===== src/design/next_permutation_with_repeats_defines.svh =====
// Assertion macros for the arrangement sequencer.
`ifndef NEXT_PERMUTATION_WITH_REPEATS_DEFINES_SVH
`define NEXT_PERMUTATION_WITH_REPEATS_DEFINES_SVH

// Implication checked at every clock edge outside reset.
`define NPR_ASSERT_IMPL(label, ante, cons, msg) \
	label: assert property (@(posedge clk) disable iff (!arst_n) (ante) |-> (cons)) \
		else $error(msg);

// Condition that must never hold outside reset.
`define NPR_ASSERT_NEVER(label, cond, msg) \
	label: assert property (@(posedge clk) disable iff (!arst_n) !(cond)) \
		else $error(msg);

`endif


===== src/design/npr_pkg.sv =====
package npr_pkg;

	localparam int CFG_W    = 5;
	localparam int IN_IDX_W = 4;
	localparam int IN_VAL_W = 4;
	localparam int ARR_W    = 64;
	localparam int CNT_W    = 45;

	localparam logic [CFG_W-1:0] CFG_LEN_RESET = 5'd16;

	localparam logic CMD_LOAD    = 1'b0;
	localparam logic CMD_ADVANCE = 1'b1;

	typedef enum logic [3:0] {
		OP_NONE,
		OP_LOAD,
		OP_SCAN_INIT,
		OP_SCAN,
		OP_FIND,
		OP_SWAP_P,
		OP_SWAP_Q,
		OP_REV_RD,
		OP_REV_WR_LO,
		OP_REV_WR_HI,
		OP_SUCCESS,
		OP_FAIL,
		OP_CAPTURE
	} dp_op_t;

	typedef struct packed {
		dp_op_t op;
	} dp_cmd_t;

	typedef struct packed {
		logic len_one;
		logic scan_hit;
		logic scan_end;
		logic find_hit;
		logic rev_more;
	} dp_stat_t;

endpackage


===== src/design/npr_datapath.sv =====
module npr_datapath import npr_pkg::*; #(
	parameter int MAX_LEN    = 16,
	parameter int LABEL_BITS = 4
) (
	input  logic                 clk,
	input  logic                 arst_n,
	input  logic                 cfg_we,
	input  logic [CFG_W-1:0]     cfg_data,
	input  logic [IN_IDX_W-1:0]  index,
	input  logic [IN_VAL_W-1:0]  value,
	input  dp_cmd_t              dp_cmd,
	output dp_stat_t             stat,
	output logic [ARR_W-1:0]     arrangement,
	output logic                 exhausted,
	output logic [CNT_W-1:0]     produced_count
);

	localparam int PW    = $clog2(MAX_LEN);
	localparam int ROW_W = MAX_LEN * LABEL_BITS;

	typedef logic [LABEL_BITS-1:0] label_t;
	typedef logic [PW-1:0]         pos_t;

	localparam logic [CFG_W-1:0] MaxLenCfg = CFG_W'(MAX_LEN);
	localparam pos_t             LastPos   = PW'(MAX_LEN - 1);

	label_t            row_q [MAX_LEN];
	logic [CFG_W-1:0]  len_cfg_q;
	logic [CNT_W-1:0]  cnt_q;
	logic              done_q;

	pos_t   ptr_q, p_q, lo_q;
	label_t prev_q, pv_q, tmp_q;

	logic [ARR_W-1:0]  arrangement_q;
	logic              exhausted_q;
	logic [CNT_W-1:0]  produced_count_q;

	pos_t   last_pos;
	pos_t   rd_pos;
	label_t rd_label;
	logic   wr_en;
	pos_t   wr_pos;
	label_t wr_label;

	logic [ROW_W-1:0]       row_flat;
	logic [ROW_W+ARR_W-1:0] row_ext;

	// Clamp the configured length into 1..MAX_LEN and keep its last position.
	always_comb begin
		if (len_cfg_q == '0) begin
			last_pos = '0;
		end else if (len_cfg_q > MaxLenCfg) begin
			last_pos = LastPos;
		end else begin
			last_pos = PW'(len_cfg_q - CFG_W'(1));
		end
	end

	// Single label read port.
	always_comb begin
		unique case (dp_cmd.op)
			OP_SCAN_INIT: rd_pos = last_pos;
			OP_REV_RD:    rd_pos = lo_q;
			default:      rd_pos = ptr_q;
		endcase
	end
	assign rd_label = row_q[rd_pos];

	// Single label write port.
	always_comb begin
		wr_en    = 1'b0;
		wr_pos   = ptr_q;
		wr_label = tmp_q;
		unique case (dp_cmd.op)
			OP_LOAD: begin
				wr_en    = ({1'b0, index} < MaxLenCfg);
				wr_pos   = index[PW-1:0];
				wr_label = LABEL_BITS'(value);
			end
			OP_SWAP_P: begin
				wr_en    = 1'b1;
				wr_pos   = p_q;
				wr_label = tmp_q;
			end
			OP_SWAP_Q: begin
				wr_en    = 1'b1;
				wr_pos   = ptr_q;
				wr_label = pv_q;
			end
			OP_REV_WR_LO: begin
				wr_en    = 1'b1;
				wr_pos   = lo_q;
				wr_label = rd_label;
			end
			OP_REV_WR_HI: begin
				wr_en    = 1'b1;
				wr_pos   = ptr_q;
				wr_label = tmp_q;
			end
			default: begin
				wr_en = 1'b0;
			end
		endcase
	end

	assign stat.len_one  = (last_pos == '0);
	assign stat.scan_hit = (rd_label < prev_q);
	assign stat.scan_end = (ptr_q == '0);
	assign stat.find_hit = (rd_label > pv_q);
	assign stat.rev_more = (lo_q < ptr_q);

	always_ff @(posedge clk or negedge arst_n) begin
		if (!arst_n) begin
			for (int i = 0; i < MAX_LEN; i++) begin
				row_q[i] <= '0;
			end
		end else if (wr_en) begin
			row_q[wr_pos] <= wr_label;
		end
	end

	always_ff @(posedge clk or negedge arst_n) begin
		if (!arst_n) begin
			len_cfg_q <= CFG_LEN_RESET;
			cnt_q     <= '0;
			done_q    <= 1'b0;
		end else begin
			if (cfg_we) begin
				len_cfg_q <= cfg_data;
			end
			unique case (dp_cmd.op)
				OP_LOAD: begin
					cnt_q  <= '0;
					done_q <= 1'b0;
				end
				OP_SUCCESS: begin
					if (cnt_q != '1) begin
						cnt_q <= cnt_q + CNT_W'(1);
					end
					done_q <= 1'b0;
				end
				OP_FAIL: begin
					done_q <= 1'b1;
				end
				default: begin
				end
			endcase
		end
	end

	// Working registers of the scan, search and reversal.
	always_ff @(posedge clk) begin
		unique case (dp_cmd.op)
			OP_SCAN_INIT: begin
				prev_q <= rd_label;
				ptr_q  <= last_pos - PW'(1);
			end
			OP_SCAN: begin
				if (stat.scan_hit) begin
					p_q   <= ptr_q;
					pv_q  <= rd_label;
					ptr_q <= last_pos;
				end else begin
					prev_q <= rd_label;
					ptr_q  <= ptr_q - PW'(1);
				end
			end
			OP_FIND: begin
				if (stat.find_hit) begin
					tmp_q <= rd_label;
				end else begin
					ptr_q <= ptr_q - PW'(1);
				end
			end
			OP_SWAP_Q: begin
				lo_q  <= p_q + PW'(1);
				ptr_q <= last_pos;
			end
			OP_REV_RD: begin
				tmp_q <= rd_label;
			end
			OP_REV_WR_HI: begin
				lo_q  <= lo_q + PW'(1);
				ptr_q <= ptr_q - PW'(1);
			end
			default: begin
			end
		endcase
	end

	always_comb begin
		for (int i = 0; i < MAX_LEN; i++) begin
			row_flat[i*LABEL_BITS +: LABEL_BITS] = row_q[i];
		end
	end
	assign row_ext = {{ARR_W{1'b0}}, row_flat};

	always_ff @(posedge clk) begin
		if (dp_cmd.op == OP_CAPTURE) begin
			arrangement_q    <= row_ext[ARR_W-1:0];
			exhausted_q      <= done_q;
			produced_count_q <= cnt_q;
		end
	end

	assign arrangement    = arrangement_q;
	assign exhausted      = exhausted_q;
	assign produced_count = produced_count_q;

endmodule


===== src/design/npr_ctrl.sv =====
module npr_ctrl import npr_pkg::*; (
	input  logic     clk,
	input  logic     arst_n,
	input  logic     in_valid,
	input  logic     cmd,
	input  logic     out_stall,
	input  dp_stat_t stat,
	output logic     in_stall,
	output logic     out_valid,
	output dp_cmd_t  dp_cmd
);

	typedef enum logic [3:0] {
		S_IDLE,
		S_SCAN_INIT,
		S_SCAN,
		S_FIND,
		S_SWAP_P,
		S_SWAP_Q,
		S_REV_RD,
		S_REV_WR_LO,
		S_REV_WR_HI,
		S_FAIL,
		S_REPLY
	} state_t;

	state_t state_q, state_d;
	logic   out_valid_q;
	logic   accept;
	logic   out_free;

	assign in_stall = (state_q != S_IDLE);
	assign accept   = in_valid && !in_stall;
	assign out_free = !out_valid_q || !out_stall;

	always_comb begin
		state_d    = state_q;
		dp_cmd.op  = OP_NONE;
		unique case (state_q)
			S_IDLE: begin
				if (accept) begin
					if (cmd == CMD_LOAD) begin
						dp_cmd.op = OP_LOAD;
						state_d   = S_REPLY;
					end else begin
						state_d   = S_SCAN_INIT;
					end
				end
			end
			S_SCAN_INIT: begin
				if (stat.len_one) begin
					state_d = S_FAIL;
				end else begin
					dp_cmd.op = OP_SCAN_INIT;
					state_d   = S_SCAN;
				end
			end
			S_SCAN: begin
				dp_cmd.op = OP_SCAN;
				if (stat.scan_hit) begin
					state_d = S_FIND;
				end else if (stat.scan_end) begin
					state_d = S_FAIL;
				end
			end
			S_FIND: begin
				dp_cmd.op = OP_FIND;
				if (stat.find_hit) begin
					state_d = S_SWAP_P;
				end
			end
			S_SWAP_P: begin
				dp_cmd.op = OP_SWAP_P;
				state_d   = S_SWAP_Q;
			end
			S_SWAP_Q: begin
				dp_cmd.op = OP_SWAP_Q;
				state_d   = S_REV_RD;
			end
			S_REV_RD: begin
				if (stat.rev_more) begin
					dp_cmd.op = OP_REV_RD;
					state_d   = S_REV_WR_LO;
				end else begin
					dp_cmd.op = OP_SUCCESS;
					state_d   = S_REPLY;
				end
			end
			S_REV_WR_LO: begin
				dp_cmd.op = OP_REV_WR_LO;
				state_d   = S_REV_WR_HI;
			end
			S_REV_WR_HI: begin
				dp_cmd.op = OP_REV_WR_HI;
				state_d   = S_REV_RD;
			end
			S_FAIL: begin
				dp_cmd.op = OP_FAIL;
				state_d   = S_REPLY;
			end
			S_REPLY: begin
				if (out_free) begin
					dp_cmd.op = OP_CAPTURE;
					state_d   = S_IDLE;
				end
			end
			default: begin
				state_d = S_IDLE;
			end
		endcase
	end

	always_ff @(posedge clk or negedge arst_n) begin
		if (!arst_n) begin
			state_q     <= S_IDLE;
			out_valid_q <= 1'b0;
		end else begin
			state_q <= state_d;
			if (dp_cmd.op == OP_CAPTURE) begin
				out_valid_q <= 1'b1;
			end else if (!out_stall) begin
				out_valid_q <= 1'b0;
			end
		end
	end

	assign out_valid = out_valid_q;

endmodule


===== src/design/next_permutation_with_repeats.sv =====
// Channel   Direction  Handshake               Payload
// cfg       in         cfg_valid / cfg_ready   cfg_data (active length)
// in        in         in_valid / in_stall     cmd, index, value
// out       out        out_valid / out_stall   arrangement, exhausted, produced_count
//
// A load transaction passes to the reply state and is captured once the output is free.
// An advance with active length L, ascent at p and swap partner at q scans down for the
// ascent, searches for q, swaps p and q and reverses the tail before capture, or goes to
// the reply when no ascent exists: one label read port, so one label a cycle.
// The input reopens the cycle after capture. Reset clears row, count and flag and sets length to 16.
// A stalled result waits in the output register; only the next capture waits on it.
`include "next_permutation_with_repeats_defines.svh"

module next_permutation_with_repeats import npr_pkg::*; #(
	parameter int MAX_LEN    = 16,
	parameter int LABEL_BITS = 4
) (
	input  logic                clk,
	input  logic                arst_n,
	// configuration write channel
	input  logic                cfg_valid,
	output logic                cfg_ready,
	input  logic [CFG_W-1:0]    cfg_data,
	// input transactions
	input  logic                in_valid,
	output logic                in_stall,
	input  logic                cmd,
	input  logic [IN_IDX_W-1:0] index,
	input  logic [IN_VAL_W-1:0] value,
	// result transactions
	output logic                out_valid,
	input  logic                out_stall,
	output logic [ARR_W-1:0]    arrangement,
	output logic                exhausted,
	output logic [CNT_W-1:0]    produced_count
);

	dp_cmd_t  dp_cmd;
	dp_stat_t dp_stat;
	logic     cfg_we;

	// Length writes must arrive only while the block is idle; the block does not enforce it.
	assign cfg_ready = 1'b1;
	assign cfg_we    = cfg_valid && cfg_ready;

	// One transaction at a time: load, or scan, search, swap, reverse or fail; then reply.
	npr_ctrl u_ctrl (
		.clk       (clk),
		.arst_n    (arst_n),
		.in_valid  (in_valid),
		.cmd       (cmd),
		.out_stall (out_stall),
		.stat      (dp_stat),
		.in_stall  (in_stall),
		.out_valid (out_valid),
		.dp_cmd    (dp_cmd)
	);

	// Hold the row, the count, the flag and the result register.
	npr_datapath #(
		.MAX_LEN    (MAX_LEN),
		.LABEL_BITS (LABEL_BITS)
	) u_datapath (
		.clk            (clk),
		.arst_n         (arst_n),
		.cfg_we         (cfg_we),
		.cfg_data       (cfg_data),
		.index          (index),
		.value          (value),
		.dp_cmd         (dp_cmd),
		.stat           (dp_stat),
		.arrangement    (arrangement),
		.exhausted      (exhausted),
		.produced_count (produced_count)
	);

	// Never overwrite a result that is still waiting to be taken.
	`NPR_ASSERT_NEVER(a_capture_free, (dp_cmd.op == OP_CAPTURE) && out_valid && out_stall, "result overwritten while stalled")
	// A new result appears only through a capture.
	`NPR_ASSERT_IMPL(a_valid_from_capture, $rose(out_valid), $past(dp_cmd.op) == OP_CAPTURE, "result raised without capture")
	// While the input is open the datapath does nothing but a load.
	`NPR_ASSERT_IMPL(a_idle_quiet, !in_stall, (dp_cmd.op == OP_NONE) || (dp_cmd.op == OP_LOAD), "datapath busy while input open")

endmodule

===== config.mk =====
export PLATFORM = sky130hd
export DESIGN_NAME = next_permutation_with_repeats
export DESIGN_NICKNAME = d
export VERILOG_FILES = /design/src/design/npr_pkg.sv /design/src/design/npr_datapath.sv /design/src/design/npr_ctrl.sv /design/src/design/next_permutation_with_repeats.sv
export VERILOG_INCLUDE_DIRS = /design/src /design/src/design
export SDC_FILE = /design/constraint.sdc
export NUM_CORES = 1
export LEC_CHECK = 0
export ABC_CLOCK_PERIOD_IN_PS = 10500
export BUFFER_PORTS_ARGS = -buffer_cell sky130_fd_sc_hd__buf_2
export CAP_MARGIN = 20
export CORE_MARGIN = 1.5
export CORE_UTILIZATION = 63
export DETAILED_ROUTE_END_ITERATION = 16
export GPL_TIMING_DRIVEN = 1
export MAX_ROUTING_LAYER = met4
export PLACE_DENSITY = 0.85
export SKIP_LAST_GASP = 1
export SYNTH_ARGS = -nofsm -noshare
export SYNTH_HDL_FRONTEND = slang
export SYNTH_SLANG_ARGS = --single-unit

===== constraint.sdc =====
create_clock -name clk -period 10.5 [get_ports clk]
set_clock_uncertainty 0.2 [all_clocks]
set_input_delay 1.05 -clock clk [delete_from_list [all_inputs] [get_ports clk]]
set_output_delay 1.05 -clock clk [all_outputs]
set_load 0.01 [all_outputs]

; Yosys cells after proc, flatten, opt, wreduce, memory -nomap -nowiden
; Cells that the tools add are included.
[classes]
addsub = 6
order_cmp = 7
n_eq_ne = 32
mux = 39
n_bitwise = 2
reduce_logical = 26
[ops]
columns = operator, count
row1 = 45-bit one-hot mux with 2 select lines, 1
row2 = 4-bit 2-to-1 mux, 19
row3 = 64-bit bitwise mux, 1
row4 = 45-bit by 1-bit adder with 45-bit output (second input constant), 1
row5 = 45-bit 2-to-1 mux, 1
row6 = 45-bit inequality test (second input constant), 1
row7 = 4-bit one-hot mux with 11 select lines, 1
row8 = 4-bit one-hot mux with 10 select lines, 1
row9 = 4-bit by 3-bit == test with 1-bit output (second input constant), 8
row10 = 4-bit == test (second input constant), 8
row11 = 4-bit one-hot mux with 2 select lines, 4
row12 = 4-bit one-hot mux with 3 select lines, 2
row13 = 4-bit one-hot mux with 5 select lines, 1
row14 = 4-bit binary-select mux with 4-bit select, 1
row15 = 4-bit demux with 4-bit select, 1
row16 = 4-bit by 2-bit == test with 1-bit output (second input constant), 4
row17 = 4-bit logical NOT, 3
row18 = 4-bit by 1-bit subtractor with 4-bit output (second input constant), 3
row19 = 5-bit >= comparator (second input constant), 2
row20 = 4-bit inverter with 5-bit output, 2
row21 = 2-bit AND reduction, 5
row22 = 2-bit nonzero test, 5
row23 = 4-bit by 1-bit adder with 4-bit output (second input constant), 2
row24 = 4-bit by 1-bit == test with 1-bit output (second input constant), 2
row25 = 19 further kinds, 33
[totals]
regBits = 254
input_bits = 19
out_inout_bits = 113
elab_cells = 142

; Depth between registers and ports, before layout
; Gate-level depths: netlist of the first run.
[logic_depth]
word_depth = 15
ltp_mapped = 25
depth_no_buf = 24

; Cells and area by module
; A second synthesis of the first run with hierarchy kept.
[unflattened]
cells_unflattened = 935
hier_area_um2 = 11506.0
[by_module_without_submodules]
columns = module, instances, cells_each, area_per_inst_um2, seq_area_each_um2
row1 = npr_datapath, 1, 861, 10964.3, 6902.9
row2 = npr_ctrl, 1, 72, 530.5, 125.1
row3 = next_permutation_with_repeats, 1, 2, 11.3, 0.0

; Least setup slack after synthesis of the first run
; No wires, ideal clock.
[synth_path]
path_kind = input to register
start = input out_stall
end = register u_datapath.arrangement_q[0] (netlist: u_datapath.arrangement[0]) (enable)
setup_ps = 580
t_arrival_ps = 5801
t_required_ps = 9720
setup_slack_ps = 3919
cell_stages = 3
path_buffers = 0
path_cell_list = nand2_1 > inv_1 > nor2_1
[synth_via]
elab_chain_cells = 5
[synth_rtl]
columns = item, line
row1 = start: declaration, next_permutation_with_repeats.sv:32  ; input logic out_stall,
row2 = 1-bit logical NOT, npr_ctrl.sv:34  ; assign out_free = !out_valid_q || !out_stall;
row3 = 1-bit logical OR, npr_ctrl.sv:34
row4 = 4-bit 2-to-1 mux, npr_ctrl.sv:102  ; if (out_free) begin
row5 = 4-bit one-hot mux with 11 select lines, npr_ctrl.sv:39  ; unique case (state_q)
row6 = 4-bit == test, npr_datapath.sv:200  ; if (dp_cmd.op == OP_CAPTURE) begin
row7 = end signal: assignment, npr_datapath.sv:201  ; arrangement_q <= row_ext[ARR_W-1:0];
row8 = end: declaration, npr_datapath.sv:35  ; logic [ARR_W-1:0] arrangement_q;
; No other way between the ends.
; A chain may end at the register's enable or synchronous reset.

; Worst setup path after layout of the first run
[layout_path]
start = register u_datapath.len_cfg_q[0]
end = register u_datapath.ptr_q[3] (enable)
[layout_via]
elab_chain_cells = 15
[layout_rtl]
columns = item, line
row1 = start: declaration, npr_datapath.sv:28  ; logic [CFG_W-1:0] len_cfg_q;
row2 = start signal: assignment, npr_datapath.sv:130  ; len_cfg_q <= cfg_data;
row3 = 4-bit by 1-bit subtractor with 4-bit output / 5-bit > comparator (equally long branches), "npr_datapath.sv:56, npr_datapath.sv:53"
row4 = 4-bit 2-to-1 mux, npr_datapath.sv:53  ; end else if (len_cfg_q > MaxLenCfg) begin
row5 = 4-bit 2-to-1 mux (*), npr_datapath.sv:51  ; if (len_cfg_q == '0) begin
row6 = 4-bit logical NOT, npr_datapath.sv:107  ; assign stat.len_one = (last_pos == '0);
row7 = 2-bit 2-to-1 mux, npr_ctrl.sv:51  ; if (stat.len_one) begin
row8 = 4-bit one-hot mux with 11 select lines, npr_ctrl.sv:39
row9 = 4-bit by 3-bit == test with 1-bit output / 4-bit by 2-bit == test with 1-bit output (equally long branches), npr_datapath.sv:62  ; unique case (dp_cmd.op)
row10 = 4-bit one-hot mux with 2 select lines (*), npr_datapath.sv:62
row11 = 4-bit inverter with 5-bit output (not written as such) (*), npr_datapath.sv:68  ; assign rd_label = row_q[rd_pos];
row12 = 4-bit binary-select mux with 4-bit select (*), npr_datapath.sv:68
row13 = 4-bit 2-to-1 mux (not written as such) (*) (2 in a row), npr_datapath.sv:68
row14 = via u_datapath.rd_label[1], npr_datapath.sv:41  ; label_t rd_label;
row15 = 4-bit > comparator (*), npr_datapath.sv:110  ; assign stat.find_hit = (rd_label > pv_q);
row16 = 2-bit inequality test (no source line) (*), n/a
row17 = 2-bit AND reduction (no source line) (*), n/a
row18 = end signal: assignment, npr_datapath.sv:157  ; ptr_q <= last_pos - PW'(1);
row19 = end signal: assignment, npr_datapath.sv:163  ; ptr_q <= last_pos;
row20 = end signal: assignment, npr_datapath.sv:166  ; ptr_q <= ptr_q - PW'(1);
row21 = end: declaration, npr_datapath.sv:32  ; pos_t ptr_q, p_q, lo_q;
; Mark *: on every way through the listed nets, which the timed path passes. The rest lies on a longest branch. The select of a mux whose other input is x is not followed.

==> results of run 1 <==
==> routing by layer <==
layer	wire [um]	vias up
li1	-	3389
met4	754	0
met1	10300	3717
met2	11800	327
met5	0	-
met3	1850	61
==> cell usage after synthesis, types with 2 or more instances <==
library cell | n | area (sq um)
ha_1 | 16 | 200
o21a_1 | 4 | 30.0
buf_4 | 7 | 52.6
xor2_1 | 33 | 289
nand3b_1 | 2 | 15.0
nand3_1 | 16 | 80.1
clkbuf_1 | 17 | 63.8
buf_6 | 4 | 45.0
a22oi_1 | 6 | 45.0
or2_2 | 2 | 12.5
nor4_1 | 3 | 18.8
o21ai_1 | 4 | 20.0
nand2b_1 | 8 | 50.1
inv_1 | 24 | 90.1
and4_1 | 7 | 61.3
nand2_2 | 2 | 12.5
mux2_2 | 56 | 631
edfxtp_1 | 134 | 4020
nor3_1 | 9 | 45.0
nor2b_1 | 14 | 87.6
a222oi_1 | 4 | 40.0
dfrtp_1 | 119 | 2980
o21ai_0 | 17 | 85.1
and2_1 | 15 | 93.8
a21oi_1 | 13 | 65.1
and3_1 | 13 | 81.3
nor2_1 | 90 | 338
mux2i_1 | 56 | 561
xnor2_1 | 13 | 114
buf_2 | 2 | 10.0
o211ai_2 | 2 | 25.0
nand2_1 | 67 | 251
nand4_1 | 15 | 93.8
o22ai_1 | 3 | 18.8
a31oi_1 | 16 | 100
a221o_1 | 5 | 50.1
mux2i_4 | 2 | 45.0
a211oi_1 | 5 | 37.5
==> worst max-delay path by stage <==
stage                             from                         to  slack, ps  cells past startpoint
2_1_floorplan                out_stall  u_datapath.arrangement[0]       3920                      3
3_3_place_gp   u_datapath.len_cfg_q[0]        u_datapath.ptr_q[3]       4870                     21
6_report       u_datapath.len_cfg_q[0]        u_datapath.ptr_q[3]       4430                     23
4_1_cts        u_datapath.len_cfg_q[0]        u_datapath.ptr_q[3]       4600                     23
3_5_place_dp   u_datapath.len_cfg_q[0]        u_datapath.ptr_q[2]       4630                     23
5_1_grt        u_datapath.len_cfg_q[0]        u_datapath.ptr_q[2]       4080                     23
==> area by class of cell <==
| cell class | count | area [sq um] |
|---|---|---|
| tap | 225 | 282 |
| timing repair buffer | 136 | 698 |
| multi-input combinational | 549 | 3930 |
| inverter | 24 | 90.1 |
| clock inverter | 15 | 144 |
| sequential | 254 | 7030 |
| fill | 1126 | 4520 |
| clock buffer | 31 | 658 |
==> power breakdown <==
part	internal (mW)	switching [mW]	leakage [nW]
Combinational	0.00979	0.0244	2.04
Sequential	1.04	0.00277	2.63
Clock	0.499	0.376	0.400
Total	1.55	0.403	5.07
==> stage by stage <==
step | setup WS [ps] | utilization | hold WS [ps]
6_report | 4430 | 0.739 | 249
5_1_grt | 4080 | 0.739 | 253
4_1_cts | 4600 | 0.739 | 244
3_5_place_dp | 4630 | 0.693 | 236
3_3_place_gp | 4870 | 0.693 | 231
2_1_floorplan | 3920 | - | 225
==> worst reg2reg max path, stage by stage, from the launching register on <==
cell and delay (ps):
dfrtp_1 420, inv_1 140, ha_1 180, nand2b_1 110
nor2_1 190, a21oi_1 60, a21oi_1 440, ha_1 330
a31o_2 200, nand4_1 160, o211ai_4 130, buf_4 430
mux2i_1 350, mux2i_1 140, mux2i_1 270, mux2i_1 220
ha_1 370, nor2b_1 130, o21ai_0 140, nand2b_1 70
a21oi_1 150, a41o_1 150, or4_1 140, a21boi_0 590
==> cell families after synthesis <==
family | share of synthesized area
XOR/XNOR | 0.0360
flip-flops | 0.627
multiplexers | 0.112
other | 0.000335
AO/OA/AOI/OAI | 0.0671
buffers and inverters | 0.0233
adder cells (fa/ha/maj) | 0.0188
AND/OR/NAND/NOR | 0.116
==> flip-flops by register name, summed over array words and instances, names as in the netlist <==
register                   flops
u_datapath.done_q              1
u_ctrl.state_q                 4
u_datapath.produced_count     45
u_datapath.cnt_q              45
u_datapath.p_q                 4
u_ctrl.out_valid               1
u_datapath.len_cfg_q           5
u_datapath.tmp_q               4
u_datapath.arrangement        64
u_datapath.ptr_q               4
u_datapath.exhausted           1
u_datapath.row_ext            64
u_datapath.pv_q                4
u_datapath.lo_q                4
u_datapath.prev_q              4
==> impl_metrics.prom, run 1 <==
# TYPE chip_impl_metric gauge
chip_impl_metric{name="post_cts_hold_buffer_count",unit=""} 0
chip_impl_metric{name="placed_cells_incl_taps",unit=""} 1188
chip_impl_info{name="critPathSlowestCell",value="a21boi_0"} 1
chip_impl_metric{name="worst-endpoint-arrival",unit="ps"} 6040
chip_impl_metric{name="ys_seq_elements",unit=""} 254
chip_impl_metric{name="maximum_clock_frequency",unit="GHz"} 0.165
chip_impl_metric{name="num_rows",unit=""} 48
chip_impl_metric{name="setup-tns-final",unit="ps"} 0
chip_impl_metric{name="layout-drive-gt1-share",unit=""} 0.251
chip_impl_info{name="cts_tree",value="done"} 1
chip_impl_metric{name="synthArstFlopShare",unit=""} 0.472
chip_impl_metric{name="postPlaceCellArea",unit="sq um"} 12000
chip_impl_info{name="critical_path.endpoint_type",value="register"} 1
chip_impl_metric{name="critical_path_rt",unit="ps"} 10470
chip_impl_metric{name="via_count",unit=""} 7494
chip_impl_info{name="critical-path-top-delay-family",value="compound AO/OA/AOI/OAI gates"} 1
chip_impl_metric{name="synthesis.yosys.warnings",unit=""} 0
chip_impl_metric{name="setup_viol",unit=""} 0
chip_impl_metric{name="layout_area_overhead",unit="%"} 14.5
chip_impl_metric{name="yosys.cell_types.count",unit=""} 70
chip_impl_metric{name="post_cts_setup_repair_buffer_count",unit=""} 0
chip_impl_info{name="postSynth.topFlopCell",value="edfxtp_1"} 1
chip_impl_metric{name="synthCells",unit=""} 857
chip_impl_info{name="worstHoldEndpoint",value="u_datapath.exhausted"} 1
chip_impl_info{name="holdCritStartpoint",value="u_datapath.done_q"} 1
chip_impl_info{name="worst_r2r_start",value="u_datapath.len_cfg_q[0]"} 1
chip_impl_metric{name="via_per_inst",unit=""} 6.07
chip_impl_metric{name="slowest_delay",unit="ps"} 590
chip_impl_metric{name="postSynthAreaPerCell",unit="sq um"} 13.1
chip_impl_metric{name="fin_cells",unit=""} 1234
chip_impl_metric{name="final_area",unit="sq um"} 12800
chip_impl_metric{name="r2r_slack",unit="ps"} 4430
chip_impl_metric{name="design.die.area",unit="sq um"} 18600
chip_impl_metric{name="grt_pass1_vias",unit=""} 7234
chip_impl_metric{name="max-clock-path-buffers",unit=""} 3
chip_impl_info{name="status",value="finished clean"} 1
chip_impl_metric{name="hpwl",unit="mm"} 16.7
chip_impl_metric{name="clock_insertion_delay_worst_skew",unit="ps"} 540
chip_impl_metric{name="synth_edf_count",unit=""} 134
chip_impl_info{name="setup.worst_path.start_class",value="register"} 1
chip_impl_metric{name="total_routing_resource_utilization_after_global_routing",unit=""} 0.275
chip_impl_metric{name="h_tree_lvls",unit=""} 1
chip_impl_metric{name="min_path_cells",unit=""} 0
chip_impl_metric{name="cts_resized",unit=""} 0
chip_impl_metric{name="floorplan.die.height",unit="um"} 136
chip_impl_metric{name="min_period_over_period",unit=""} 0.578
chip_impl_metric{name="globalRouteOverflowTotal",unit=""} 0
chip_impl_metric{name="vdd.ir_drop.worst",unit="mV"} 0.134
chip_impl_metric{name="fin_nets",unit=""} 1025
chip_impl_info{name="worst_path_most_repeated_cell",value="mux2i_1"} 1
chip_impl_metric{name="synth.cell_area",unit="sq um"} 11200
chip_impl_info{name="min-delay-path-class",value="register to register"} 1
chip_impl_metric{name="die-width",unit="um"} 136
chip_impl_metric{name="drt.antenna.violating_nets",unit=""} 0
chip_impl_metric{name="critPathMaxFanout",unit=""} 29
chip_impl_metric{name="first_pass_grt_wire_length",unit="mm"} 38.3
chip_impl_metric{name="wl_per_cell",unit="um"} 20.0
chip_impl_metric{name="synthesis.nets",unit=""} 892
chip_impl_metric{name="clock-sinks",unit=""} 254
chip_impl_metric{name="max_cap_violations",unit=""} 0
chip_impl_metric{name="grt_antenna_before_repair",unit=""} 0
chip_impl_metric{name="timing.final.hold_violations",unit=""} 0
chip_impl_metric{name="routed_wl",unit="mm"} 24.7
chip_impl_info{name="cp_cell_sequence",value="inv_1 -> ha_1 -> nand2b_1 -> nor2_1 -> a21oi_1 -> a21oi_1 -> ha_1 -> a31o_2 -> nand4_1 -> o211ai_4 -> buf_4 -> mux2i_1 -> mux2i_1 -> mux2i_1 -> mux2i_1 -> ha_1 -> nor2b_1 -> o21ai_0 -> nand2b_1 -> a21oi_1 -> a41o_1 -> or4_1 -> a21boi_0"} 1
chip_impl_metric{name="gr-usage-met1",unit=""} 0.372
chip_impl_info{name="clock_tree.root_cell",value="clkbuf_16"} 1
chip_impl_info{name="layout_commonest_cell",value="edfxtp_1"} 1
chip_impl_metric{name="core-area",unit="sq um"} 17400
chip_impl_info{name="grt.busiest_layer",value="met2"} 1
chip_impl_metric{name="slew_violations",unit=""} 0
chip_impl_metric{name="slew-limit-headroom",unit=""} 0.281
chip_impl_metric{name="r2r_cells",unit=""} 23
chip_impl_info{name="crit-reg2reg-capture",value="u_datapath.ptr_q[3]"} 1
chip_impl_metric{name="i_o_pin_total",unit=""} 132
chip_impl_metric{name="drt_first_pass_iters",unit=""} 5
chip_impl_metric{name="clkTransAtPathRegs",unit="ps"} 60
chip_impl_metric{name="cts-buffers-inserted",unit=""} 25
chip_impl_metric{name="p_per_area",unit="nW/um^2"} 152
chip_impl_metric{name="cp.buffers_inverters",unit=""} 2
chip_impl_metric{name="power_leakage",unit="nW"} 5.07
chip_impl_info{name="layout_common_cells",value="edfxtp_1 (134), buf_2 (129), dfrtp_1 (119)"} 1
chip_impl_info{name="grt_setup_unrepaired",value="false"} 1
chip_impl_metric{name="worst_slew_pin_slew",unit="ps"} 1080
chip_impl_metric{name="gr-usage-met2",unit=""} 0.428
chip_impl_metric{name="antenna_cells",unit=""} 0
chip_impl_metric{name="groute.layer.met3.usage",unit=""} 0.0451
chip_impl_metric{name="drt-initial-drc-count",unit=""} 671
chip_impl_metric{name="grt_max_degree",unit=""} 78
chip_impl_info{name="path_class",value="register to register"} 1
chip_impl_metric{name="synth_seq_area_share",unit=""} 0.627
chip_impl_metric{name="starting_density_of_the_core",unit=""} 0.646
chip_impl_metric{name="remaining_drc_errors",unit=""} 0
chip_impl_metric{name="finalWorstPathRequiredPeriod",unit="ps"} 6070
chip_impl_metric{name="finalWeightedCongestion",unit=""} 0.948
chip_impl_metric{name="finalPower",unit="mW"} 1.96
chip_impl_metric{name="numPortBuffers",unit=""} 130
Note: power is estimated with default switching activity, not from simulation.
==> inputs of run 2 (changes only) <==
--- a/config.mk
+++ b/config.mk
@@ -6,15 +6,15 @@
 export SDC_FILE = /design/constraint.sdc
 export NUM_CORES = 1
 export LEC_CHECK = 0
-export ABC_CLOCK_PERIOD_IN_PS = 10500
+export ABC_CLOCK_PERIOD_IN_PS = 4900
 export BUFFER_PORTS_ARGS = -buffer_cell sky130_fd_sc_hd__buf_2
 export CAP_MARGIN = 20
 export CORE_MARGIN = 1.5
-export CORE_UTILIZATION = 63
+export CORE_UTILIZATION = 53
 export DETAILED_ROUTE_END_ITERATION = 16
 export GPL_TIMING_DRIVEN = 1
 export MAX_ROUTING_LAYER = met4
-export PLACE_DENSITY = 0.85
+export PLACE_DENSITY = 0.76
 export SKIP_LAST_GASP = 1
 export SYNTH_ARGS = -nofsm -noshare
 export SYNTH_HDL_FRONTEND = slang
==> constraint.sdc (replaced) <==
create_clock -name clk -period 4.9 [get_ports clk]
set_clock_uncertainty 0.2 [all_clocks]
set_input_delay 0.49 -clock clk [delete_from_list [all_inputs] [get_ports clk]]
set_output_delay 0.49 -clock clk [all_outputs]
set_load 0.01 [all_outputs]
==> impl_metrics.prom, run 2 (synthesis results as in run 1) <==
# TYPE chip_impl_metric gauge
chip_impl_info{name="status",value="finished clean"} 1
chip_impl_metric{name="min_period_over_period",unit=""} 0.973
chip_impl_info{name="timing.critical_path.to",value="u_datapath.ptr_q[3]"} 1
chip_impl_info{name="crit-reg2reg-capture",value="u_datapath.ptr_q[3]"} 1
chip_impl_metric{name="via_count",unit=""} 7486
chip_impl_metric{name="floorplan.die.height",unit="um"} 148
chip_impl_metric{name="cp.buffers_inverters",unit=""} 3
chip_impl_metric{name="layout_area_overhead",unit="%"} 21.5
chip_impl_metric{name="globalRouteOverflowTotal",unit=""} 0
chip_impl_metric{name="cts-buffers-inserted",unit=""} 26
chip_impl_metric{name="finalWorstPathRequiredPeriod",unit="ps"} 4770
chip_impl_metric{name="remaining_drc_errors",unit=""} 0
chip_impl_metric{name="wl_per_cell",unit="um"} 18.8
chip_impl_metric{name="worst-endpoint-arrival",unit="ps"} 4830
chip_impl_info{name="critPathLaunch",value="u_datapath.len_cfg_q[1]"} 1
chip_impl_info{name="cts_tree",value="done"} 1
chip_impl_metric{name="numPortBuffers",unit=""} 130
chip_impl_metric{name="drt_first_pass_iters",unit=""} 5
chip_impl_metric{name="vdd.ir_drop.worst",unit="mV"} 0.280
chip_impl_metric{name="routed_wl",unit="mm"} 25.2
chip_impl_metric{name="critical_path_rt",unit="ps"} 4960
chip_impl_metric{name="final_area",unit="sq um"} 13600
chip_impl_metric{name="worstSetupPathDepth",unit=""} 23
chip_impl_metric{name="clock_insertion_delay_worst_skew",unit="ps"} 530
chip_impl_metric{name="max-clock-path-buffers",unit=""} 3
chip_impl_metric{name="setup_viol",unit=""} 0
chip_impl_info{name="critical_path.endpoint_type",value="register"} 1
chip_impl_info{name="clock_tree.root_cell",value="clkbuf_16"} 1
chip_impl_metric{name="slowest_delay",unit="ps"} 430
chip_impl_metric{name="fin_nets",unit=""} 1080
chip_impl_metric{name="r2r_slack",unit="ps"} 130
chip_impl_metric{name="max_cap_violations",unit=""} 0
chip_impl_metric{name="starting_density_of_the_core",unit=""} 0.536
chip_impl_metric{name="power_leakage",unit="nW"} 5.39
chip_impl_info{name="setup.worst_path.start_class",value="register"} 1
chip_impl_info{name="critPathSlowestCell",value="or4_4"} 1
chip_impl_metric{name="grt_pass1_vias",unit=""} 7406
chip_impl_metric{name="worst_slew_pin_slew",unit="ps"} 995
chip_impl_metric{name="r2r_cells",unit=""} 23
chip_impl_metric{name="finalWeightedCongestion",unit=""} 0.900
chip_impl_info{name="min-delay-path-class",value="primary input to register"} 1
chip_impl_info{name="layout_commonest_cell",value="edfxtp_1"} 1
chip_impl_metric{name="final.fill_count",unit=""} 1536
chip_impl_metric{name="first_pass_grt_wire_length",unit="mm"} 39.3
chip_impl_metric{name="core-area",unit="sq um"} 20900
chip_impl_metric{name="antenna_cells",unit=""} 0
chip_impl_metric{name="die-width",unit="um"} 148
chip_impl_metric{name="num_rows",unit=""} 53
chip_impl_metric{name="drt-initial-drc-count",unit=""} 566
chip_impl_info{name="critical-path-top-delay-family",value="adder cells"} 1
chip_impl_metric{name="critPathMaxFanout",unit=""} 7
chip_impl_metric{name="grt_antenna_before_repair",unit=""} 0
chip_impl_info{name="worst_r2r_start",value="u_datapath.len_cfg_q[1]"} 1
chip_impl_metric{name="hpwl",unit="mm"} 17.3
chip_impl_metric{name="total_routing_resource_utilization_after_global_routing",unit=""} 0.237
chip_impl_metric{name="clkTransAtPathRegs",unit="ps"} 60
chip_impl_info{name="cp_cell_sequence",value="inv_2 -> ha_4 -> nand2b_4 -> nor2_2 -> maj3_2 -> ha_4 -> a31oi_4 -> nor2_4 -> buf_6 -> o211ai_4 -> buf_12 -> mux2i_4 -> mux2i_1 -> mux2i_1 -> mux2i_1 -> ha_1 -> nor2b_4 -> o21ai_0 -> nand2b_1 -> a21oi_1 -> a41o_1 -> or4_4 -> a21boi_4"} 1
chip_impl_metric{name="design.die.area",unit="sq um"} 22000
chip_impl_metric{name="slew_violations",unit=""} 0
chip_impl_metric{name="timing.final.hold_violations",unit=""} 0
chip_impl_metric{name="via_per_inst",unit=""} 5.59
chip_impl_metric{name="multi_input_area",unit="sq um"} 4110
chip_impl_info{name="worst_path_most_repeated_cell",value="mux2i_1"} 1
chip_impl_metric{name="finalCoreUtilization",unit=""} 0.652
chip_impl_info{name="layout_common_cells",value="edfxtp_1 (134), buf_2 (129), dfrtp_1 (119)"} 1
chip_impl_metric{name="maximum_clock_frequency",unit="GHz"} 0.210
chip_impl_metric{name="i_o_pin_total",unit=""} 132
chip_impl_metric{name="layout-drive-gt1-share",unit=""} 0.306
chip_impl_metric{name="clock-sinks",unit=""} 254
chip_impl_metric{name="postPlaceCellArea",unit="sq um"} 12400
chip_impl_metric{name="drt.antenna.violating_nets",unit=""} 0
chip_impl_metric{name="slew-limit-headroom",unit=""} 0.335
chip_impl_metric{name="seqCellArea",unit="sq um"} 7030
chip_impl_metric{name="h_tree_lvls",unit=""} 1
chip_impl_metric{name="grt_max_degree",unit=""} 81
chip_impl_metric{name="p_per_area",unit="nW/um^2"} 314
chip_impl_info{name="path_class",value="register to register"} 1
[run 2: changes by cell type in the layout (fill, tap and decap cells not counted), sizes merged]
cell         change
clkinv           -4
dlygate4sd3      +5
inv              -2
clkbuf           +6
clkinvlp         +2
buf             +49
[run 2: metal layers]
metal | global-route usage | wire length [um] | vias up
met5 | - | 0 | -
met4 | 0.0639 | 512 | 0
met3 | 0.0396 | 1400 | 49
met2 | 0.386 | 12400 | 219
met1 | 0.310 | 11000 | 3720
li1 | - | - | 3498
[run 2: worst min-delay path by stage]
stage,startpoint,end,slack [ps],cells after the start
floorplan,arst_n,u_ctrl.out_valid,-6,0
global placement,arst_n,u_datapath.row_ext[21],130,1
detailed placement,arst_n,u_datapath.row_ext[21],130,1
CTS,cfg_data[4],u_datapath.len_cfg_q[4],0.8,3
global route,cfg_data[4],u_datapath.len_cfg_q[4],40,3
finish,cfg_data[4],u_datapath.len_cfg_q[4],20,3
[run 2: layout make-up]
cell class / instances / share of cell area
Tap cell: 275 / 0.0253
Clock inverter: 11 / 0.00763
Multi-Input combinational cell: 549 / 0.302
Timing Repair Buffer: 190 / 0.0885
Inverter: 24 / 0.00662
Sequential cell: 254 / 0.516
Clock buffer: 37 / 0.0539
[run 2: through the flow]
stage | setup WS (ps) | total power [mW] | TNS (ps) | hold WS [ps] | std cells
after global placement | 39.9 | 2.37 | 0 | 125 | 1277
after detailed placement | -154 | 2.37 | -1020 | 128 | 1277
final | 134 | 4.28 | 0 | 16.9 | 1340
after global routing | -33.8 | 4.39 | -34.6 | 37.9 | 1340
after CTS | 20.5 | 4.29 | 0 | 0.849 | 1339
after floorplan | 65.0 | 2.32 | 0 | -5.59 | 857
[run 2: worst reg2reg max path: cells and delay by family, from the launching register on]
kind	cells	cell delay, ps
buf+inv	3	380
mux	4	690
compound gates	6	1030
fa+ha+maj	4	1050
simple gates	6	810
flops	1	360
[run 2: what timing repair did]
| action | CTS | global route |
|---|---|---|
| cloned | 2 | 0 |
| hold buffers | 5 | 0 |
| endpoints found under the setup margin | 9 | 28 |
| pin swaps | 6 | 10 |
| endpoints found under the hold margin | 55 | 0 |
| resized for setup | 13 | 34 |
| buffers inserted | 7 | 4 |
[run 2: power breakdown]
| part | leakage [nW] | internal [mW] | switching, mW |
|---|---|---|---|
| combinational | 2.36 | 0.0425 | 0.0677 |
| sequential | 2.63 | 2.24 | 0.00372 |
| clock | 0.401 | 1.14 | 0.786 |
| total | 5.39 | 3.42 | 0.857 |
==> inputs of run 3 (changes only) <==
--- a/config.mk
+++ b/config.mk
@@ -14,7 +14,7 @@
 export DETAILED_ROUTE_END_ITERATION = 16
 export GPL_TIMING_DRIVEN = 1
 export MAX_ROUTING_LAYER = met4
-export PLACE_DENSITY = 0.76
+export PLACE_DENSITY = 0.82
 export SKIP_LAST_GASP = 1
 export SYNTH_ARGS = -nofsm -noshare
 export SYNTH_HDL_FRONTEND = slang
==> impl_metrics.prom, run 3 (synthesis results as in run 1) <==
# TYPE chip_impl_metric gauge
chip_impl_info{name="status",value="finished clean"} 1
chip_impl_metric{name="timing.final.hold_violations",unit=""} 0
chip_impl_info{name="worst_r2r_start",value="u_datapath.len_cfg_q[1]"} 1
chip_impl_metric{name="routed_wl",unit="mm"} 25.8
chip_impl_metric{name="max-clock-path-buffers",unit=""} 3
chip_impl_metric{name="finalWorstPathRequiredPeriod",unit="ps"} 4720
chip_impl_metric{name="core-area",unit="sq um"} 20900
chip_impl_metric{name="layout_area_overhead",unit="%"} 21.3
chip_impl_info{name="critPathLaunch",value="u_datapath.len_cfg_q[1]"} 1
chip_impl_metric{name="min_period_over_period",unit=""} 0.964
chip_impl_metric{name="worst-endpoint-arrival",unit="ps"} 4750
chip_impl_metric{name="finalPower",unit="mW"} 4.33
chip_impl_metric{name="final_area",unit="sq um"} 13600
chip_impl_metric{name="hpwl",unit="mm"} 17.6
chip_impl_metric{name="critPathMaxFanout",unit=""} 9
chip_impl_metric{name="grt_antenna_before_repair",unit=""} 1
chip_impl_metric{name="p_sw",unit="mW"} 0.894
chip_impl_metric{name="fin_cells",unit=""} 1344
chip_impl_metric{name="postLayoutSetupSlackWorst",unit="ps"} 176
chip_impl_metric{name="finalCoreUtilization",unit=""} 0.651
chip_impl_metric{name="setup-tns-final",unit="ps"} 0
chip_impl_metric{name="globalRouteOverflowTotal",unit=""} 0
chip_impl_metric{name="drt-initial-drc-count",unit=""} 568
chip_impl_metric{name="remaining_drc_errors",unit=""} 0
chip_impl_metric{name="grt_pass1_vias",unit=""} 7499
chip_impl_metric{name="comb_power_share",unit=""} 0.025
chip_impl_metric{name="via_per_inst",unit=""} 5.64
chip_impl_metric{name="wl_per_cell",unit="um"} 19.2
chip_impl_info{name="holdCritStartpoint",value="cfg_data[1]"} 1
chip_impl_metric{name="power_frac_clock",unit=""} 0.457
chip_impl_metric{name="starting_density_of_the_core",unit=""} 0.536
chip_impl_metric{name="critical_path_rt",unit="ps"} 4930
chip_impl_metric{name="vdd.ir_drop.worst",unit="mV"} 0.230
chip_impl_metric{name="die-width",unit="um"} 148
chip_impl_metric{name="total_routing_resource_utilization_after_global_routing",unit=""} 0.242
chip_impl_info{name="setup.worst_path.start_class",value="register"} 1
chip_impl_metric{name="max_cap_violations",unit=""} 0
chip_impl_metric{name="h_tree_lvls",unit=""} 1
chip_impl_metric{name="cts-buffers-inserted",unit=""} 27
chip_impl_metric{name="final.fill_count",unit=""} 1505
chip_impl_metric{name="floorplan.die.height",unit="um"} 148
chip_impl_metric{name="drt_first_pass_iters",unit=""} 5
chip_impl_metric{name="design.die.area",unit="sq um"} 22000
chip_impl_info{name="path_class",value="register to register"} 1
chip_impl_metric{name="maximum_clock_frequency",unit="GHz"} 0.212
chip_impl_info{name="min-delay-path-class",value="primary input to register"} 1
chip_impl_metric{name="finalWeightedCongestion",unit=""} 0.962
chip_impl_metric{name="postPlaceCellArea",unit="sq um"} 12400
chip_impl_metric{name="fin_worst_hold_slack",unit="ps"} 21.0
chip_impl_metric{name="via_count",unit=""} 7577
chip_impl_metric{name="drt.antenna.violating_nets",unit=""} 0
chip_impl_metric{name="setup_viol",unit=""} 0
chip_impl_metric{name="power_leakage",unit="nW"} 5.41
chip_impl_metric{name="first_pass_grt_wire_length",unit="mm"} 40.3
chip_impl_metric{name="p_per_area",unit="nW/um^2"} 318
chip_impl_metric{name="grt_max_degree",unit=""} 72
chip_impl_metric{name="numPortBuffers",unit=""} 130
chip_impl_metric{name="layout-drive-gt1-share",unit=""} 0.308
chip_impl_metric{name="slew-limit-headroom",unit=""} 0.482
chip_impl_metric{name="slew_violations",unit=""} 0
chip_impl_metric{name="fin_nets",unit=""} 1082
chip_impl_metric{name="num_rows",unit=""} 53
chip_impl_metric{name="clock-sinks",unit=""} 254
chip_impl_metric{name="i_o_pin_total",unit=""} 132
chip_impl_info{name="layout_common_cells",value="edfxtp_1 (134), buf_2 (129), dfrtp_1 (119)"} 1
chip_impl_metric{name="cell_internal_pwr",unit="mW"} 3.43
chip_impl_metric{name="worst_slew_pin_slew",unit="ps"} 772
chip_impl_metric{name="seq_power_share",unit=""} 0.518
chip_impl_metric{name="power.share.switching",unit=""} 0.207
chip_impl_info{name="layout_commonest_cell",value="edfxtp_1"} 1
chip_impl_info{name="clock_tree.root_cell",value="clkbuf_16"} 1
chip_impl_metric{name="clock_insertion_delay_worst_skew",unit="ps"} 530
chip_impl_info{name="critical_path.endpoint_type",value="register"} 1
chip_impl_info{name="cts_tree",value="done"} 1
chip_impl_metric{name="preCtsSetupSlack",unit="ps"} -105
chip_impl_metric{name="clkTransAtPathRegs",unit="ps"} 60
chip_impl_metric{name="placed_cells_incl_taps",unit=""} 1276
run 3: changes by cell type in the layout (fill, tap and decap cells not counted), moves of 2 or more:
cell	delta
mux2i_2	-3
clkinv_2	+4
buf_4	+6
mux2i_1	+4
clkinv_1	-3
clkbuf_1	-2
clkinv_4	+2
buf_6	-4
run 3: layout make-up:
class,count,area (sq um),share of cell area
tap,275,344,0.0253
sequential,254,7030,0.517
antenna,1,2.50,0.000184
inverter,24,90.1,0.00663
timing repair buffer,191,1200,0.0887
clock inverter,15,139,0.0102
multi-input combinational,549,4060,0.298
clock buffer,35,726,0.0534
run 3: final timing paths:
check | slack, ps | cells after the start | end
setup / recovery | 180 | 23 | u_datapath.p_q[2]
hold / removal | 20 | 3 | u_datapath.len_cfg_q[1]
setup reg to reg | 180 | 23 | u_datapath.p_q[2]
hold reg to reg | 270 | 0 | u_datapath.arrangement[12]
max in group asynchronous | 3210 | 3 | u_datapath.len_cfg_q[4]
min in group asynchronous | 300 | 2 | u_datapath.row_ext[2]
run 3: power groups by stage:
| stage | sequential, mW | clock (mW) | combinational [mW] |
|---|---|---|---|
| floorplan | 2.28 | 0 | 0.0339 |
| global placement | 2.28 | 0 | 0.0866 |
| detailed placement | 2.28 | 0 | 0.0876 |
| CTS | 2.24 | 2.00 | 0.0910 |
| global route | 2.24 | 2.08 | 0.120 |
| finish | 2.24 | 1.98 | 0.109 |
run 3: layer usage:
metal	wire (um)	vias up	track usage
met3	1540	68	0.0371
met1	10900	3720	0.316
li1	-	3512	-
met5	0	-	-
met2	12600	277	0.386
met4	820	0	0.0881
run 3: critical path: stages, from the launching register on:
cell       delay [ps]
dfrtp_1           360
inv_2              70
ha_4              160
nand2b_4           70
nor2_2             40
maj3_2            340
ha_4              190
a31oi_4           190
nor2_4             60
buf_6             130
o211ai_4          300
clkbuf_16         220
buf_4             140
mux2i_1           200
mux2i_1           100
mux2i_1           170
mux2i_2           110
ha_1              370
a211oi_2          230
buf_4             150
nand2_1            50
o22a_1            250
o21ai_2            80
buf_4             210
run 3: what timing repair did:
action / CTS / global route
hold buffers: 4 / 0
gates resized for setup: 10 / 23
setup endpoints to repair: 9 / 28
cloned: 1 / 1
pin swaps: 6 / 14
buffers inserted: 2 / 10
hold endpoints to repair: 46 / 0
